==> src/hdl/imsfp_pkg.sv <==
// ----------------------------------------------------------------------------
// IMU serial frame parser package
// Shared types, codes and constants of the frame parser.
// ----------------------------------------------------------------------------
`default_nettype none

package imsfp_pkg;

   localparam int BYTE_WIDTH = 8;
   localparam int POS_WIDTH = 4;
   localparam int WORD_WIDTH = 16;
   localparam int TEMP_WIDTH = 15;
   localparam int CSR_INDEX_WIDTH = 8;
   localparam int PAYLOAD_DEPTH = 8;
   localparam int PAYLOAD_ADDR_WIDTH = $clog2(PAYLOAD_DEPTH);
   localparam int TEMP_MAG_WIDTH = 18;
   localparam int TEMP_Q_WIDTH = 14;

   localparam logic [BYTE_WIDTH-1:0] SYNC_BYTE = 8'h55;
   localparam logic [BYTE_WIDTH-1:0] TYPE_ACCEL = 8'h51;
   localparam logic [BYTE_WIDTH-1:0] TYPE_GYRO = 8'h52;
   localparam logic [BYTE_WIDTH-1:0] TYPE_ANGLE = 8'h53;

   localparam logic [POS_WIDTH-1:0] FRAME_LEN = 4'd11;
   localparam logic [POS_WIDTH-1:0] CHECKSUM_POS = 4'd10;
   localparam logic [POS_WIDTH-1:0] TYPE_POS = 4'd1;
   localparam logic [POS_WIDTH-1:0] PAYLOAD_POS = 4'd2;

   localparam logic [CSR_INDEX_WIDTH-1:0] CSR_ERROR_LIMIT = 8'd0;
   localparam logic [CSR_INDEX_WIDTH-1:0] CSR_DROP_BAD = 8'd1;

   localparam logic [BYTE_WIDTH-1:0] ERROR_LIMIT_RESET = 8'd100;
   localparam logic [BYTE_WIDTH-1:0] TALLY_MAX = 8'hFF;

   // Division by 17 as multiplication by ceil(2^22 / 17), exact for the
   // magnitude range of the scaled temperature word.
   localparam int TEMP_SHIFT = 22;
   localparam logic [TEMP_MAG_WIDTH-1:0] TEMP_RECIP = 18'd246724;
   localparam logic signed [WORD_WIDTH-1:0] TEMP_OFFSET = 16'sd3625;

   typedef enum logic [1:0] {
      MODE_HUNT,
      MODE_CONFIRM,
      MODE_SKIP,
      MODE_ALIGNED
   } mode_type;

   typedef enum logic [1:0] {
      KIND_ACCEL,
      KIND_GYRO,
      KIND_ANGLE,
      KIND_UNKNOWN
   } kind_type;

   typedef struct packed {
      kind_type                   kind;
      logic [WORD_WIDTH-1:0]      axis_x;
      logic [WORD_WIDTH-1:0]      axis_y;
      logic [WORD_WIDTH-1:0]      axis_z;
      logic [TEMP_MAG_WIDTH-1:0]  temp_mag;
      logic                       temp_neg;
      logic                       checksum_ok;
      logic                       resync_started;
   } frame_type;

endpackage

`default_nettype wire

==> src/hdl/imsfp_if.sv <==
// ----------------------------------------------------------------------------
// IMU serial frame parser channel interfaces
// Valid/ready channels for received bytes, results and register writes.
// ----------------------------------------------------------------------------
`default_nettype none

interface imsfp_req_if;
   logic       valid;
   logic       ready;
   logic [7:0] rx_byte;

   modport source (output valid, output rx_byte, input ready);
   modport sink (input valid, input rx_byte, output ready);
endinterface

interface imsfp_rsp_if;
   logic               valid;
   logic               ready;
   logic [1:0]         kind;
   logic signed [15:0] axis_x;
   logic signed [15:0] axis_y;
   logic signed [15:0] axis_z;
   logic signed [14:0] temp_centi;
   logic               checksum_ok;
   logic               resync_started;

   modport source (output valid, output kind, output axis_x, output axis_y,
                   output axis_z, output temp_centi, output checksum_ok,
                   output resync_started, input ready);
   modport sink (input valid, input kind, input axis_x, input axis_y,
                 input axis_z, input temp_centi, input checksum_ok,
                 input resync_started, output ready);
endinterface

interface imsfp_csr_if;
   logic       valid;
   logic       ready;
   logic [7:0] index;
   logic [7:0] data;

   modport source (output valid, output index, output data, input ready);
   modport sink (input valid, input index, input data, output ready);
endinterface

`default_nettype wire

==> src/hdl/imu_serial_frame_parser_top.sv <==
// ----------------------------------------------------------------------------
// IMU serial frame parser top level
// Parses 11-byte sensor frames from a byte stream into measurement results.
// ----------------------------------------------------------------------------
// Throughput: one received byte is accepted in every cycle while results drain.
// A result is registered in the first stage, which captures the frame, and then in the
// second stage, which performs the divide-by-17 multiplication, before it is presented.
// Reset clears the parser to the header hunt and restores register defaults.
`default_nettype none

module imu_serial_frame_parser_top (
   input  wire logic    clock,
   input  wire logic    reset,
   imsfp_req_if.sink    req_ch,
   imsfp_rsp_if.source  rsp_ch,
   imsfp_csr_if.sink    csr_ch
);
   import imsfp_pkg::*;

   logic [BYTE_WIDTH-1:0]          error_limit_ff, error_limit_in;
   logic                           drop_bad_ff, drop_bad_in;
   logic                           s1_valid_ff, s1_valid_in;
   frame_type                      s1_frame_ff;
   logic                           out_valid_ff, out_valid_in;
   kind_type                       out_kind_ff;
   logic [WORD_WIDTH-1:0]          out_x_ff, out_y_ff, out_z_ff;
   logic [TEMP_WIDTH-1:0]          out_temp_ff, out_temp_in;
   logic                           out_ok_ff, out_resync_ff;
   logic                           stage_b_ready;
   logic                           s1_ready;
   logic                           accept;
   logic                           frame_valid;
   frame_type                      frame;
   logic [2*TEMP_MAG_WIDTH-1:0]    temp_prod;
   logic [TEMP_Q_WIDTH-1:0]        temp_q;
   logic signed [WORD_WIDTH-1:0]   temp_signed;
   logic signed [WORD_WIDTH-1:0]   temp_sum;

   assign stage_b_ready = !out_valid_ff || rsp_ch.ready;
   assign s1_ready = !s1_valid_ff || stage_b_ready;
   assign req_ch.ready = s1_ready;
   assign accept = req_ch.valid && s1_ready;
   assign csr_ch.ready = 1'b1;

   imsfp_parser u_parser (
      .clock       (clock),
      .reset       (reset),
      .accept      (accept),
      .rx_byte     (req_ch.rx_byte),
      .error_limit (error_limit_ff),
      .drop_bad    (drop_bad_ff),
      .frame_valid (frame_valid),
      .frame       (frame)
   );

   always_comb begin
      error_limit_in = error_limit_ff;
      drop_bad_in = drop_bad_ff;
      if (csr_ch.valid) begin
         case (csr_ch.index)
            CSR_ERROR_LIMIT: error_limit_in = csr_ch.data;
            CSR_DROP_BAD: drop_bad_in = csr_ch.data[0];
            default: ;
         endcase
      end
   end

   assign s1_valid_in = s1_ready ? frame_valid : s1_valid_ff;
   assign out_valid_in = stage_b_ready ? s1_valid_ff : out_valid_ff;

   assign temp_prod = s1_frame_ff.temp_mag * TEMP_RECIP;
   assign temp_q = temp_prod[TEMP_SHIFT +: TEMP_Q_WIDTH];
   assign temp_signed = s1_frame_ff.temp_neg ? -$signed({2'b00, temp_q})
                                             : $signed({2'b00, temp_q});
   assign temp_sum = temp_signed + TEMP_OFFSET;
   assign out_temp_in = (s1_frame_ff.kind == KIND_UNKNOWN) ? '0
                                                           : temp_sum[TEMP_WIDTH-1:0];

   always_ff @(posedge clock) begin
      if (reset) begin
         error_limit_ff <= ERROR_LIMIT_RESET;
         drop_bad_ff <= 1'b0;
         s1_valid_ff <= 1'b0;
         out_valid_ff <= 1'b0;
      end else begin
         error_limit_ff <= error_limit_in;
         drop_bad_ff <= drop_bad_in;
         s1_valid_ff <= s1_valid_in;
         out_valid_ff <= out_valid_in;
      end
   end

   always_ff @(posedge clock) begin
      if (s1_ready && frame_valid) begin
         s1_frame_ff <= frame;
      end
      if (stage_b_ready && s1_valid_ff) begin
         out_kind_ff <= s1_frame_ff.kind;
         out_x_ff <= s1_frame_ff.axis_x;
         out_y_ff <= s1_frame_ff.axis_y;
         out_z_ff <= s1_frame_ff.axis_z;
         out_temp_ff <= out_temp_in;
         out_ok_ff <= s1_frame_ff.checksum_ok;
         out_resync_ff <= s1_frame_ff.resync_started;
      end
   end

   assign rsp_ch.valid = out_valid_ff;
   assign rsp_ch.kind = out_kind_ff;
   assign rsp_ch.axis_x = out_x_ff;
   assign rsp_ch.axis_y = out_y_ff;
   assign rsp_ch.axis_z = out_z_ff;
   assign rsp_ch.temp_centi = out_temp_ff;
   assign rsp_ch.checksum_ok = out_ok_ff;
   assign rsp_ch.resync_started = out_resync_ff;

   a_frame_needs_accept: assert property (@(posedge clock) disable iff (reset)
      frame_valid |-> accept)
      else $error("frame completed without an accepted byte");

   a_stage_one_holds: assert property (@(posedge clock) disable iff (reset)
      (s1_valid_ff && !stage_b_ready) |=> (s1_valid_ff && $stable(s1_frame_ff)))
      else $error("stalled frame lost from the first stage");

   a_unknown_kind_zero: assert property (@(posedge clock) disable iff (reset)
      (out_valid_ff && out_kind_ff == KIND_UNKNOWN) |->
         (out_temp_ff == '0 && out_x_ff == '0 && out_y_ff == '0 && out_z_ff == '0))
      else $error("unknown frame type carries non-zero measurements");

   a_resync_on_error: assert property (@(posedge clock) disable iff (reset)
      (out_valid_ff && out_resync_ff) |-> !out_ok_ff)
      else $error("resynchronisation reported for a good frame");

   a_drop_bad: assert property (@(posedge clock) disable iff (reset)
      (out_valid_ff && drop_bad_ff) |-> out_ok_ff)
      else $error("bad frame delivered while bad frames are dropped");

endmodule

`default_nettype wire

==> src/hdl/imsfp_parser.sv <==
// ----------------------------------------------------------------------------
// IMU serial frame parser core
// Byte-wise alignment hunt, frame capture, checksum and error counting.
// ----------------------------------------------------------------------------
`default_nettype none

module imsfp_parser (
   input  wire logic                          clock,
   input  wire logic                          reset,
   input  wire logic                          accept,
   input  wire logic [imsfp_pkg::BYTE_WIDTH-1:0] rx_byte,
   input  wire logic [imsfp_pkg::BYTE_WIDTH-1:0] error_limit,
   input  wire logic                          drop_bad,
   output      logic                          frame_valid,
   output      imsfp_pkg::frame_type          frame
);
   import imsfp_pkg::*;

   mode_type                mode_ff, mode_in;
   logic [POS_WIDTH-1:0]    pos_ff, pos_in;
   logic [BYTE_WIDTH-1:0]   sum_ff, sum_in;
   logic [BYTE_WIDTH-1:0]   tally_ff, tally_in;
   logic [BYTE_WIDTH-1:0]   type_ff;
   logic [BYTE_WIDTH-1:0]   payload_ff [PAYLOAD_DEPTH];
   logic                    type_we;
   logic                    payload_we;
   logic [POS_WIDTH-1:0]    pos_inc;
   logic [POS_WIDTH-1:0]    payload_off;
   logic [WORD_WIDTH-1:0]   word_t;
   logic signed [TEMP_MAG_WIDTH:0] temp_x5;
   logic                    ok;
   kind_type                kind;

   assign pos_inc = pos_ff + 1'b1;
   assign payload_off = pos_ff - PAYLOAD_POS;
   assign word_t = {payload_ff[7], payload_ff[6]};
   assign temp_x5 = $signed({{3{word_t[15]}}, word_t})
                    + $signed({word_t[15], word_t, 2'b00});
   assign ok = (sum_ff == rx_byte);

   always_comb begin
      case (type_ff)
         TYPE_ACCEL: kind = KIND_ACCEL;
         TYPE_GYRO: kind = KIND_GYRO;
         TYPE_ANGLE: kind = KIND_ANGLE;
         default: kind = KIND_UNKNOWN;
      endcase
   end

   always_comb begin
      mode_in = mode_ff;
      pos_in = pos_ff;
      sum_in = sum_ff;
      tally_in = tally_ff;
      type_we = 1'b0;
      payload_we = 1'b0;
      frame_valid = 1'b0;
      frame.kind = kind;
      frame.axis_x = (kind == KIND_UNKNOWN) ? '0 : {payload_ff[1], payload_ff[0]};
      frame.axis_y = (kind == KIND_UNKNOWN) ? '0 : {payload_ff[3], payload_ff[2]};
      frame.axis_z = (kind == KIND_UNKNOWN) ? '0 : {payload_ff[5], payload_ff[4]};
      frame.temp_neg = temp_x5[TEMP_MAG_WIDTH];
      frame.temp_mag = temp_x5[TEMP_MAG_WIDTH] ? TEMP_MAG_WIDTH'(-temp_x5)
                                               : temp_x5[TEMP_MAG_WIDTH-1:0];
      frame.checksum_ok = ok;
      frame.resync_started = 1'b0;
      if (accept) begin
         case (mode_ff)
            MODE_CONFIRM: begin
               pos_in = pos_inc;
               if (pos_inc >= FRAME_LEN) begin
                  pos_in = '0;
                  mode_in = (rx_byte == SYNC_BYTE) ? MODE_SKIP : MODE_HUNT;
               end
            end
            MODE_SKIP: begin
               pos_in = pos_inc;
               if (pos_inc >= CHECKSUM_POS) begin
                  pos_in = '0;
                  sum_in = '0;
                  tally_in = '0;
                  mode_in = MODE_ALIGNED;
               end
            end
            MODE_ALIGNED: begin
               if (pos_ff < CHECKSUM_POS) begin
                  sum_in = sum_ff + rx_byte;
                  type_we = (pos_ff == TYPE_POS);
                  payload_we = (pos_ff >= PAYLOAD_POS);
                  pos_in = pos_inc;
               end else begin
                  pos_in = '0;
                  sum_in = '0;
                  if (!ok) begin
                     if (tally_ff != TALLY_MAX) begin
                        tally_in = tally_ff + 1'b1;
                     end
                     if (tally_in >= error_limit) begin
                        frame.resync_started = 1'b1;
                        mode_in = MODE_HUNT;
                     end
                  end
                  frame_valid = ok || !drop_bad;
               end
            end
            default: begin
               pos_in = '0;
               mode_in = (rx_byte == SYNC_BYTE) ? MODE_CONFIRM : MODE_HUNT;
            end
         endcase
      end
   end

   always_ff @(posedge clock) begin
      if (reset) begin
         mode_ff <= MODE_HUNT;
         pos_ff <= '0;
         sum_ff <= '0;
         tally_ff <= '0;
      end else begin
         mode_ff <= mode_in;
         pos_ff <= pos_in;
         sum_ff <= sum_in;
         tally_ff <= tally_in;
      end
   end

   always_ff @(posedge clock) begin
      if (type_we) begin
         type_ff <= rx_byte;
      end
      if (payload_we) begin
         payload_ff[payload_off[PAYLOAD_ADDR_WIDTH-1:0]] <= rx_byte;
      end
   end

endmodule

`default_nettype wire
==> src/flat_wrapper.sv <==
// flat-port wrapper written by rule: the top's interface ports become plain ports
module imu_serial_frame_parser_top_flat import imsfp_pkg::*;
  (clock, reset, req_ch_valid, req_ch_rx_byte, req_ch_ready, rsp_ch_valid, rsp_ch_kind, rsp_ch_axis_x, rsp_ch_axis_y, rsp_ch_axis_z, rsp_ch_temp_centi, rsp_ch_checksum_ok, rsp_ch_resync_started, rsp_ch_ready, csr_ch_valid, csr_ch_index, csr_ch_data, csr_ch_ready);
  imsfp_req_if req_ch_i ();
  imsfp_rsp_if rsp_ch_i ();
  imsfp_csr_if csr_ch_i ();
  input  wire logic clock;
  input  wire logic reset;
  input wire logic [$bits(req_ch_i.valid)-1:0] req_ch_valid;
  input wire logic [$bits(req_ch_i.rx_byte)-1:0] req_ch_rx_byte;
  output wire logic [$bits(req_ch_i.ready)-1:0] req_ch_ready;
  output wire logic [$bits(rsp_ch_i.valid)-1:0] rsp_ch_valid;
  output wire logic [$bits(rsp_ch_i.kind)-1:0] rsp_ch_kind;
  output wire logic [$bits(rsp_ch_i.axis_x)-1:0] rsp_ch_axis_x;
  output wire logic [$bits(rsp_ch_i.axis_y)-1:0] rsp_ch_axis_y;
  output wire logic [$bits(rsp_ch_i.axis_z)-1:0] rsp_ch_axis_z;
  output wire logic [$bits(rsp_ch_i.temp_centi)-1:0] rsp_ch_temp_centi;
  output wire logic [$bits(rsp_ch_i.checksum_ok)-1:0] rsp_ch_checksum_ok;
  output wire logic [$bits(rsp_ch_i.resync_started)-1:0] rsp_ch_resync_started;
  input wire logic [$bits(rsp_ch_i.ready)-1:0] rsp_ch_ready;
  input wire logic [$bits(csr_ch_i.valid)-1:0] csr_ch_valid;
  input wire logic [$bits(csr_ch_i.index)-1:0] csr_ch_index;
  input wire logic [$bits(csr_ch_i.data)-1:0] csr_ch_data;
  output wire logic [$bits(csr_ch_i.ready)-1:0] csr_ch_ready;
  assign req_ch_i.valid = req_ch_valid;
  assign req_ch_i.rx_byte = req_ch_rx_byte;
  assign req_ch_ready = req_ch_i.ready;
  assign rsp_ch_valid = rsp_ch_i.valid;
  assign rsp_ch_kind = rsp_ch_i.kind;
  assign rsp_ch_axis_x = rsp_ch_i.axis_x;
  assign rsp_ch_axis_y = rsp_ch_i.axis_y;
  assign rsp_ch_axis_z = rsp_ch_i.axis_z;
  assign rsp_ch_temp_centi = rsp_ch_i.temp_centi;
  assign rsp_ch_checksum_ok = rsp_ch_i.checksum_ok;
  assign rsp_ch_resync_started = rsp_ch_i.resync_started;
  assign rsp_ch_i.ready = rsp_ch_ready;
  assign csr_ch_i.valid = csr_ch_valid;
  assign csr_ch_i.index = csr_ch_index;
  assign csr_ch_i.data = csr_ch_data;
  assign csr_ch_ready = csr_ch_i.ready;
  imu_serial_frame_parser_top u_core (.clock(clock), .reset(reset), .req_ch(req_ch_i), .rsp_ch(rsp_ch_i), .csr_ch(csr_ch_i));
endmodule
==> config.mk <==
export PLATFORM = sky130hd
export DESIGN_NAME = imu_serial_frame_parser_top_flat
export DESIGN_NICKNAME = d
export VERILOG_FILES = /design/src/hdl/imsfp_pkg.sv /design/src/hdl/imsfp_if.sv /design/src/hdl/imu_serial_frame_parser_top.sv /design/src/hdl/imsfp_parser.sv /design/src/flat_wrapper.sv
export SDC_FILE = /design/constraint.sdc
export NUM_CORES = 1
export LEC_CHECK = 0
export ABC_CLOCK_PERIOD_IN_PS = 7200
export BUFFER_PORTS_ARGS = -buffer_cell sky130_fd_sc_hd__clkbuf_2
export CAP_MARGIN = 40
export CORE_MARGIN = 3
export CORE_UTILIZATION = 50
export DETAILED_ROUTE_END_ITERATION = 10
export PLACE_DENSITY = 0.7
export SYNTH_ARGS = -nofsm -noshare
export SYNTH_HDL_FRONTEND = slang
export SYNTH_SLANG_ARGS = --single-unit
==> constraint.sdc <==
create_clock -name clock -period 7.2 [get_ports clock]
set_input_delay 0.72 -clock clock [delete_from_list [all_inputs] [get_ports clock]]
set_output_delay 0.72 -clock clock [all_outputs]
set_load 0.01 [all_outputs]
==> out/qor.csv, run 1 <==
metric,value,unit
"Top FF cell, synth",edfxtp_1,
total die area,33100,um2
"Reg clk slew, reported paths",0.06,ns
"most used cell, CP",fa_1,
1st-pass router iterations,4,
Rel. slew slack,39.5,%
YS warnings,0,
"Seq/Total Area, Yosys",45.0,%
delay of the slowest cell on the worst path,0.56,ns
synthesis-to-finish area growth,15.0,%
Cells after Synth,1293,
Final nets,1718,
final clock skew,0.0264,ns
clock tree buffer depth,3,
Seq cells post-synth,243,
CP max FO,6,
Worst R2R End,u_core.rsp_ch.temp_centi[14]$_SDFFCE_PN0P_,
Yosys cell types,94,
CTS tree,built,
initial antenna violation count,0,
DR WL/cell,17.2,um
CP endpoint,u_core.rsp_ch.temp_centi[14]$_SDFFCE_PN0P_,
min-delay worst type,reg2reg,
core area,30100,um2
Final Cycle Share,97.0,%
fraction of registers with async set/reset,0,%
final hold vios,0,
DRC,0,
post-layout util,59.1,%
placed insts,1785,
critical path required time,7.45,ns
All-Layer GR Usage,18.9,%
Die Height,182,um
post-DP HPWL,23800,um
CP startpoint,u_core.s1_frame_ff[7]$_DFFE_PP_,
slowest CP cell,fa_1,
Max-cap violations,0,
layout cells sized above 1,19.0,%
Initial Util,51.4,%
Max Clk Rate,143,MHz
gpl congestion,0.885,
DR iter-0 viols,518,
total global routing overflow,0,
Root Buffer,clkbuf_16,
chip width,182,um
number of synthesized flops with an enable pin,210,
Post-Route WL,31800,um
pwr/cell area,151,nW/um2
"Arr. time, crit path",7.23,ns
"most common cell after layout, fill and taps aside",edfxtp_1,
CTS Hold Bufs,0,
status,"complete, no violations",
largest net degree at the start of global routing,68,
Max IR drop VDD,186,uV
num rows,63,
clk_lat worst skew,0.51,ns
TritonCTS Buffers,24,
# IOs,99,
CTS H-tree lvls,1,
first-pass GRT wire length,51200,um
r2r worst-path depth,26,
WS Path Type,reg2reg,
leakage,7.20,nW
final setup violation count,0,
Worst-Margin Slew,0.907,ns
DRT antenna net count,0,
startpoint types,flop,
flop-to-flop setup slack,0.22,ns
vias in the first global route,10069,
CTS Sinks,243,
most frequent cells in the layout,"210 x edfxtp_1, 152 x ha_1, 148 x inv_1",
"Avg Cell Area, Syn",12.0,um2
Buffers on Ports,97,
cell area after synthesis,15500,um2
FF-to-FF Start,u_core.s1_frame_ff[7]$_DFFE_PP_,
final worst path period need,6.98,ns
syn nets,1567,
"Slew Viols, Final",0,
setup_tns,0,ns
DR vias/cell,5.42,
Final Non-Filler Cells,1852,
endpoint class of the critical path,flop,
DR vias,10039,
-- kinds of logic (layout without fill, tap and decap cells) --
| logic type | after synthesis | in the layout | synth area share (%) |
|---|---|---|---|
| buffers and inverters | 180 | 348 | 4.56 |
| AND/OR/NAND/NOR | 326 | 326 | 11.4 |
| AO/OA/AOI/OAI | 212 | 212 | 9.91 |
| other | 1 | 2 | 0.0242 |
| flip-flops | 243 | 243 | 45.0 |
| adder cells (fa/ha/maj) | 245 | 245 | 23.9 |
| XOR/XNOR | 72 | 72 | 4.27 |
| multiplexers | 14 | 14 | 0.945 |
-- worst min-delay path by stage --
stage                                         startpoint                               endpoint  slack (ns)  depth (start not counted)
finish              u_core.s1_frame_ff[46]$_SDFFCE_PN0P_      u_core.rsp_ch.axis_y[9]$_DFFE_PP_        0.42                          0
global route        u_core.s1_frame_ff[35]$_SDFFCE_PN0P_     u_core.rsp_ch.axis_z[14]$_DFFE_PP_        0.42                          0
CTS                                       csr_ch_data[6]  u_core.error_limit_ff[6]$_SDFFE_PP1P_        0.41                          3
detailed placement  u_core.s1_frame_ff[65]$_SDFFCE_PN0P_     u_core.rsp_ch.axis_x[12]$_DFFE_PP_        0.40                          0
global placement    u_core.s1_frame_ff[42]$_SDFFCE_PN0P_      u_core.rsp_ch.axis_y[5]$_DFFE_PP_        0.40                          0
floorplan           u_core.s1_frame_ff[53]$_SDFFCE_PN0P_      u_core.rsp_ch.axis_x[0]$_DFFE_PP_        0.40                          0
-- critical path: cells and delay by family, from the launching register on --
family                   cells  cell delay (ns)
flip-flops                   1             0.35
multiplexers                 1             0.09
buffers and inverters        7             0.47
AO/OA/AOI/OAI                6             1.39
adder cells (fa/ha/maj)      8             3.55
AND/OR/NAND/NOR              4             0.84
-- routing by layer --
layer  track usage, %  vias up  wire length [um]
met5                0        -                 0
met4             4.11        0               585
met3             2.42       47              1060
met2             32.1      170             15500
met1             26.2     4914             14600
li1                 -     4908                 -
-- final cells by class --
type | count | area [um2]
Fill cell | 2465 | 12300
Antenna cell | 1 | 2.50
Inverter | 153 | 574
Multi-Input combinational cell | 870 | 8160
Clock inverter | 16 | 90.1
Clock buffer | 27 | 633
Tap cell | 390 | 488
Timing Repair Buffer | 152 | 898
Sequential cell | 243 | 6970
-- power breakdown --
part	total [mW]	internal, mW	leakage [nW]	switching (mW)
Sequential	1.51	1.51	1.97	0.0000599
Clock	1.15	0.636	0.356	0.510
Combinational	0.0308	0.00899	4.88	0.0218
-- stage by stage --
step / cell area, um2 / power, mW / setup WS (ns) / hold WS, ns
3_3_place_gp: 16600 / 1.57 / 0.111 / 0.401
3_5_place_dp: 16600 / 1.57 / -0.141 / 0.405
4_1_cts: 17300 / 2.72 / 0.00698 / 0.410
6_report: 17800 / 2.69 / 0.216 / 0.419
2_1_floorplan: 15500 / 1.55 / 0.0790 / 0.400
5_1_grt: 17800 / 2.78 / -0.00628 / 0.425
-- sequential cells by signal (all words and copies together) (netlist names), 2 cells and up, named ones only --
name / count
u_core.u_parser.tally_ff: 8
u_core.rsp_ch.axis_z: 16
u_core.rsp_ch.kind: 2
u_core.rsp_ch.axis_x: 16
u_core.rsp_ch.axis_y: 16
u_core.u_parser.sum_ff: 8
u_core.u_parser.payload_ff: 64
u_core.s1_frame_ff: 71
u_core.u_parser.pos_ff: 4
u_core.rsp_ch.temp_centi: 15
u_core.error_limit_ff: 8
u_core.u_parser.type_ff: 8
-- repair_timing --
item / 4_1_cts / 5_1_grt
endpoints found under the setup margin: 6 / 9
resized for setup: 2 / 54
setup buffers: 0 / 23
pin swaps: 1 / 34
cloned: 0 / 0
-- Yosys cell counts, drive strengths merged (4+ instances only) --
master  instances  area share [%]
a22oi           7            0.34
a211o           9            0.52
o21a            9            0.44
a31oi           8            0.42
nand4          13            0.62
nand2b          8            0.32
buf             4            0.17
xor2           22             1.3
nand3          18            0.58
edfxtp        210              41
nor2           71             1.7
nor3b           5            0.24
inv           153             3.7
o211ai          7            0.37
or3            14            0.57
nor4           11            0.44
nand2          57             1.4
a21o           20            0.97
ha            161              13
mux2i          12            0.80
dfxtp          33             4.3
o21bai         12            0.58
o32ai           5            0.33
xnor2          49             2.8
nor3           31             1.0
clkbuf         23            0.69
o21ai          29             1.0
a211oi          7            0.48
nor2b           9            0.36
o31ai          11            0.60
a21oi          63             2.2
fa             84              11
and3           10            0.45
and2           56             2.3
No activity file was read; power rests on OpenSTA's default activity.
==> inputs of run 2 (changes only) <==
Settings changed: ABC_AREA from default to 1.
==> run 2 against run 1 <==
Net effect:
- total power up 5.5%
- sequential cell count unchanged
- first-iteration DRC count up 19%
- critical endpoint is now u_core.rsp_ch.temp_centi[13]$_SDFFCE_PN0P_
- global-route usage up 1.2 points
- sequential power about the same
- synthesized area up 1.8%
- via count up 8.4%
- highest routed layer unchanged
- maximum frequency up 3.7%
- largest cell class unchanged
==> out/qor.csv, run 2 <==
metric,value,unit,change
initial antenna violation count,0,,unchanged
syn nets,1883,,+20%
r2r worst-path depth,34,,+31%
synthesis-to-finish area growth,11.8,%,
most frequent cells in the layout,"317 x inv_1, 281 x nand2_1, 210 x edfxtp_1",,
first-pass GRT wire length,54600,um,+6.6%
endpoint class of the critical path,flop,,
Buffers on Ports,97,,unchanged
Rel. slew slack,43.4,%,+3.9 points
slowest CP cell,fa_1,,
RSZ-0062 raised after global routing,false,,
CP max FO,4,,-2
fraction of registers with async set/reset,0,%,unchanged
DR vias/cell,5.08,,-6.4%
cell area after synthesis,15800,um2,+1.8%
switch share,19.2,%,-0.58 points
Yosys cell types,50,,-47%
Switch Pwr,544,uW,+2.4%
hold path cells,0,,unchanged
CTS tree,built,,
Final Cycle Share,93.6,%,-3.4 points
placed cell areas,16800,um2,+1.1%
"Reg clk slew, reported paths",0.06,ns,about the same
"Seq/Total Area, Yosys",44.2,%,-0.81 points
DR vias,10878,,+8.4%
Worst-Margin Slew,0.846,ns,-0.0611 ns
Initial Util,51.2,%,-0.28 points
Logic pwr share,1.1,%,about the same
# diodes,0,,-1
Clk pwr share,45.6,%,+3.0 points
Int Pwr,2.29,mW,+6.3%
final setup violation count,0,,unchanged
"Arr. time, crit path",6.99,ns,-0.24 ns
post-synthesis adder-cell area fraction,23.4,%,-0.43 points
Yosys top cell area share,40.0,%,-0.73 points
DR iter-0 viols,614,,+19%
final instance area,17600,um2,-0.98%
delay of the slowest cell on the worst path,0.54,ns,-0.02 ns
clk_lat worst skew,0.51,ns,about the same
clock tree buffer depth,3,,unchanged
Register Area,6970,um2,unchanged
core area,30800,um2,+2.4%
startpoint types,flop,,
Final nets,2004,,+17%
setup_tns,0,ns,unchanged
DR WL/cell,15.6,um,-8.9%
leakage,8.19,nW,+14%
DRT antenna net count,0,,unchanged
post-synthesis compound-gate area fraction,4.97,%,-4.9 points
1st-pass router iterations,5,,+1
number of synthesized flops with an enable pin,210,,unchanged
# IOs,99,,unchanged
setup ws final,0.462,ns,+0.246 ns
CTS H-tree lvls,1,,unchanged
Cells after Synth,1609,,+24%
vias in the first global route,11092,,+10%
post-synth top area cell,edfxtp_1,,
largest net degree at the start of global routing,68,,unchanged
min-delay worst type,reg2reg,,
gpl congestion,0.888,,+0.26%
"count leader, synth",inv_1,,
num rows,64,,+1.6%
final hold vios,0,,unchanged
Post-Route WL,33500,um,+5.4%
Max-cap violations,0,,unchanged
Die Height,184,um,+0.88%
post-DP HPWL,26300,um,+10%
"most common cell after layout, fill and taps aside",inv_1,,
Root Buffer,clkbuf_16,,
Synth Area in XOR/XNOR,2.75,%,-1.5 points
part of the power in registers,53.3,%,-3.0 points
final clock skew,0.0244,ns,-0.00202 ns
pwr/cell area,161,nW/um2,+6.6%
critical path required time,7.45,ns,about the same
DRC,0,,unchanged
"Avg Cell Area, Syn",9.80,um2,-18%
critical path depth,34,,+31%
CTS Sinks,243,,unchanged
Synth area leaders,"edfxtp_1 40%, ha_1 13%, fa_1 11%",,
layout cells sized above 1,11.6,%,-7.5 points
All-Layer GR Usage,20.1,%,+1.2 points
pre-CTS setup slack,0.407,ns,+0.549 ns
TritonCTS Buffers,24,,unchanged
main combinational cell family by area after synthesis,adder cells,,
YS warnings,0,,unchanged
multi-input logic area,7540,um2,-7.6%
Max IR drop VDD,157,uV,-16%
WS Path Type,reg2reg,,
final worst path period need,6.74,ns,-0.246 ns
Post-Synth Simple-Gate Area,16.5,%,+5.1 points
sum of buffers and inverters on the critical path,9,,+2
Seq cells post-synth,243,,unchanged
status,"complete, no violations",,
total die area,33700,um2,+1.8%
total global routing overflow,0,,unchanged
Max Clk Rate,148,MHz,+3.7%
CTS Hold Bufs,0,,unchanged
max reg flops,71,,unchanged
post-synthesis mux area share,0,%,-0.95 points
Post-synth top cells,"319 x inv_1, 281 x nand2_1, 210 x edfxtp_1",,
"Most flops, register",u_core.s1_frame_ff,,
chip width,184,um,+0.88%
CP top delay family,adder cells,,
"Slew Viols, Final",0,,unchanged
Filler Cell Count,2582,,+4.7%
"Top FF cell, synth",edfxtp_1,,
run 2: changes by cell type in the layout (fill, tap and decap cells not counted), moves of 19 or more:
cell	previous run	this run
xnor2_1	46	10
nand2_1	54	281
nor2_1	68	147
nand3_1	18	73
o21ai_0	20	40
and2_1	53	2
nand2_2	3	24
buf_4	55	9
inv_1	148	317
a21o_1	20	1
run 2: path summary, 6_finish.rpt:
check                                  startpoint                                    endpoint  slack, ns
max reg2reg       u_core.s1_frame_ff[7]$_DFFE_PP_  u_core.rsp_ch.temp_centi[13]$_SDFFCE_PN0P_       0.46
max               u_core.s1_frame_ff[7]$_DFFE_PP_  u_core.rsp_ch.temp_centi[13]$_SDFFCE_PN0P_       0.46
min reg2reg  u_core.s1_frame_ff[52]$_SDFFCE_PN0P_          u_core.rsp_ch.axis_y[15]$_DFFE_PP_       0.41
min          u_core.s1_frame_ff[52]$_SDFFCE_PN0P_          u_core.rsp_ch.axis_y[15]$_DFFE_PP_       0.41
run 2: timing repair:
action	CTS	global route
endpoints found under the hold margin	0	0
buffers inserted	0	2
resized for setup	0	1
endpoints found under the setup margin	0	3
run 2: metrics by stage:
step | utilization (%) | std cells | hold WS [ns] | power, mW
2_1_floorplan | - | 1609 | 0.400 | 1.55
3_3_place_gp | 54.3 | 2095 | 0.400 | 1.58
3_5_place_dp | 54.5 | 2098 | 0.405 | 1.58
4_1_cts | 57.2 | 2141 | 0.409 | 2.86
5_1_grt | 57.2 | 2143 | 0.414 | 2.92
6_report | 57.2 | 2143 | 0.413 | 2.84
run 2: cell type report:
class | instances | share of cell area, %
multi-input cells | 1028 | 42.7
flip-flops and latches | 243 | 39.5
inverters | 325 | 6.92
clock buffers | 31 | 4.03
repair buffers | 108 | 3.32
well taps | 396 | 2.81
clock inverters | 12 | 0.681
run 2: metal layers:
layer  global-route usage, %  part of all wire, %  vias to the layer above
li1                        -                    -                     5451
met1                    25.8                   43                     5141
met2                    36.5                   51                      241
met3                    2.51                  4.2                       45
met4                    4.57                  1.8                        0
met5                       0                    0                        -
run 2: power by group through the flow:
stage               Combinational, mW  Sequential [mW]  Clock, mW
floorplan                      0.0107             1.54          0
global placement               0.0316             1.54          0
detailed placement             0.0321             1.54          0
CTS                            0.0321             1.51       1.31
global route                   0.0350             1.51       1.38
finish                         0.0316             1.51       1.29
run 2: logic make-up after synthesis:
group | count (synthesis)
DFF | 243
and+or+nand+nor | 593
AOI/OAI and AO/OA | 142
buffers and inverters | 338
adders and majority gates | 245
xor gates and xnor gates | 47
other | 1
==> inputs of run 3 (changes only) <==
Settings changed: ABC_CLOCK_PERIOD_IN_PS 7200 to 6830, PLACE_DENSITY 0.7 to 0.68.
Clock period 7.2 ns to 6.83 ns, I/O delays scaled along.
==> run 3 against run 2 <==
Net effect:
- cell count grew 0.79%
- via count grew 1.1%
- register-to-register slack lost 0.14 ns
- die area is the same
- global-route usage shrank 0.064 points
- sequential cell count is the same
- clock power is essentially flat
- hold slack lost 0.019 ns
- critical path type unchanged
- critical endpoint unchanged
- largest cell class unchanged
- largest power group unchanged
==> out/qor.csv, run 3 (synthesis gave the netlist of run 2 again) <==
metric,value,unit,change
setup_tns,0,ns,unchanged
status,"complete, no violations",,
clock tree buffer depth,3,,unchanged
flop-to-flop setup slack,0.32,ns,-0.14 ns
Final Cycle Share,95.2,%,+1.7 points
first-pass GRT wire length,54600,um,about the same
r2r worst-path depth,30,,-12%
clk_lat worst skew,0.52,ns,about the same
Root Buffer,clkbuf_16,,
Max-cap violations,0,,unchanged
total global routing overflow,0,,unchanged
"Slew Viols, Final",0,,unchanged
vias in the first global route,11221,,+1.2%
CP max FO,4,,unchanged
"Reg clk slew, reported paths",0.07,ns,about the same
"Arr. time, crit path",6.76,ns,-0.23 ns
1st-pass router iterations,5,,unchanged
startpoint types,flop,,
FF-to-FF Start,u_core.s1_frame_ff[5]$_DFFE_PP_,,
min-delay worst type,in2reg,,
critical path required time,7.09,ns,-0.36 ns
Initial Util,51.2,%,unchanged
endpoint class of the critical path,flop,,
Die Height,184,um,unchanged
DR vias/cell,5.09,,+0.29%
initial antenna violation count,0,,unchanged
CTS Hold Bufs,0,,unchanged
WS Path Type,reg2reg,,
num rows,64,,unchanged
CTS tree,built,,
Hold Path End,u_core.error_limit_ff[2]$_SDFFE_PP1P_,,
DR iter-0 viols,567,,-7.7%
final setup violation count,0,,unchanged
hold path cells,3,,+3
critical path depth,30,,-12%
"most common cell after layout, fill and taps aside",inv_1,,
final hold vios,0,,unchanged
Worst-Margin Slew,0.934,ns,+0.0883 ns
HP Start,csr_ch_data[2],,
post-DP HPWL,25900,um,-1.4%
slowest CP cell,fa_2,,
DRT antenna net count,0,,unchanged
synthesis-to-finish area growth,12.4,%,
# diodes,0,,unchanged
# IOs,99,,unchanged
max reg flops,71,,unchanged
sum of buffers and inverters on the critical path,6,,-3
CTS Sinks,243,,unchanged
DR vias,10996,,+1.1%
CTS H-tree lvls,1,,unchanged
leakage,8.21,nW,+0.26%
final clock skew,0.0224,ns,-0.00198 ns
core area,30800,um2,unchanged
Worst R2R End,u_core.rsp_ch.temp_centi[13]$_SDFFCE_PN0P_,,
Buffers on Ports,97,,unchanged
All-Layer GR Usage,20.1,%,-0.064 points
Post-Route WL,33200,um,-0.86%
"Most flops, register",u_core.s1_frame_ff,,
CP top delay family,adder cells,,
layout cells sized above 1,13.3,%,+1.7 points
Final nets,2019,,+0.75%
chip width,184,um,unchanged
pwr/cell area,165,nW/um2,+2.6%
gpl congestion,0.920,,+3.7%
Max IR drop VDD,167,uV,+6.6%
DRC,0,,unchanged
Rel. slew slack,37.7,%,-5.7 points
final worst path period need,6.51,ns,-0.233 ns
Max Clk Rate,154,MHz,+3.6%
Hold WS,0.394,ns,-0.0195 ns
total die area,33700,um2,unchanged
delay of the slowest cell on the worst path,0.62,ns,+0.08 ns
most frequent cells in the layout,"314 x inv_1, 277 x nand2_1, 210 x edfxtp_1",,
Filler Cell Count,2630,,+1.9%
Final Total Pwr,2.93,mW,+3.1%
TritonCTS Buffers,25,,+4.2%
DR WL/cell,15.4,um,-1.6%
largest net degree at the start of global routing,68,,unchanged
## run 3: cell count changes in the layout (fill, tap and decap cells not counted), sizes merged
cell / delta
clkinv: +4
clkbuf: -1
inv: -1
buf: +14
clkinvlp: +1
## run 3: area by class of cell
cell class / count / area [um2] / area share (%)
Timing Repair Buffer: 122 / 671 / 3.78
Clock buffer: 30 / 644 / 3.64
Tap cell: 396 / 495 / 2.80
Clock inverter: 16 / 135 / 0.762
Multi-Input combinational cell: 1028 / 7590 / 42.8
Sequential cell: 243 / 6970 / 39.3
Inverter: 325 / 1220 / 6.88
## run 3: worst reg2reg max path, delay by kind of cell, from the launching register on
family | cells | cell delay, ns
flops | 1 | 0.42
simple gates | 12 | 1.02
buf+inv | 6 | 0.47
compound gates | 2 | 0.27
xor+xnor | 2 | 0.45
fa+ha+maj | 8 | 3.60
## run 3: report_power, final
part | leakage [nW] | switching [mW] | internal, mW | total, mW
sequential | 2.10 | 0.0000613 | 1.60 | 1.60
clock | 0.385 | 0.547 | 0.750 | 1.30
combinational | 5.73 | 0.0246 | 0.00936 | 0.0340
total | 8.21 | 0.572 | 2.35 | 2.93
## run 3: worst max-delay path by stage
| stage | start | end | slack (ns) |
|---|---|---|---|
| 2_1_floorplan | u_core.s1_frame_ff[7]$_DFFE_PP_ | u_core.rsp_ch.temp_centi[13]$_SDFFCE_PN0P_ | 0.47 |
| 3_3_place_gp | u_core.s1_frame_ff[6]$_DFFE_PP_ | u_core.rsp_ch.temp_centi[13]$_SDFFCE_PN0P_ | 0.17 |
| 3_5_place_dp | u_core.s1_frame_ff[6]$_DFFE_PP_ | u_core.rsp_ch.temp_centi[13]$_SDFFCE_PN0P_ | 0.05 |
| 4_1_cts | u_core.s1_frame_ff[6]$_DFFE_PP_ | u_core.rsp_ch.temp_centi[13]$_SDFFCE_PN0P_ | 0.06 |
| 5_1_grt | u_core.s1_frame_ff[6]$_DFFE_PP_ | u_core.rsp_ch.temp_centi[13]$_SDFFCE_PN0P_ | -0.04 |
| 6_report | u_core.s1_frame_ff[5]$_DFFE_PP_ | u_core.rsp_ch.temp_centi[13]$_SDFFCE_PN0P_ | 0.32 |
## run 3: routing by layer
layer	GRT usage, %	part of all wire, %	vias up
met2	36.2	50	244
met4	5.15	2.7	0
met3	2.69	4.2	63
li1	-	-	5479
met1	25.6	43	5210
met5	0	0	-
## run 3: repair_timing
action	in CTS	in global routing
buffers inserted	0	12
setup endpoints to repair	0	11
gates resized for setup	0	21
## run 3: stage by stage
stage          cells  util [%]  cell area, um2  worst slack, ns
2_1_floorplan   1609         -           15800            0.474
6_report        2160      57.5           17700            0.325
5_1_grt         2160      57.5           17700          -0.0447
4_1_cts         2148      57.0           17600           0.0565
3_5_place_dp    2102      54.5           16800           0.0459
3_3_place_gp    2101      54.5           16800            0.173
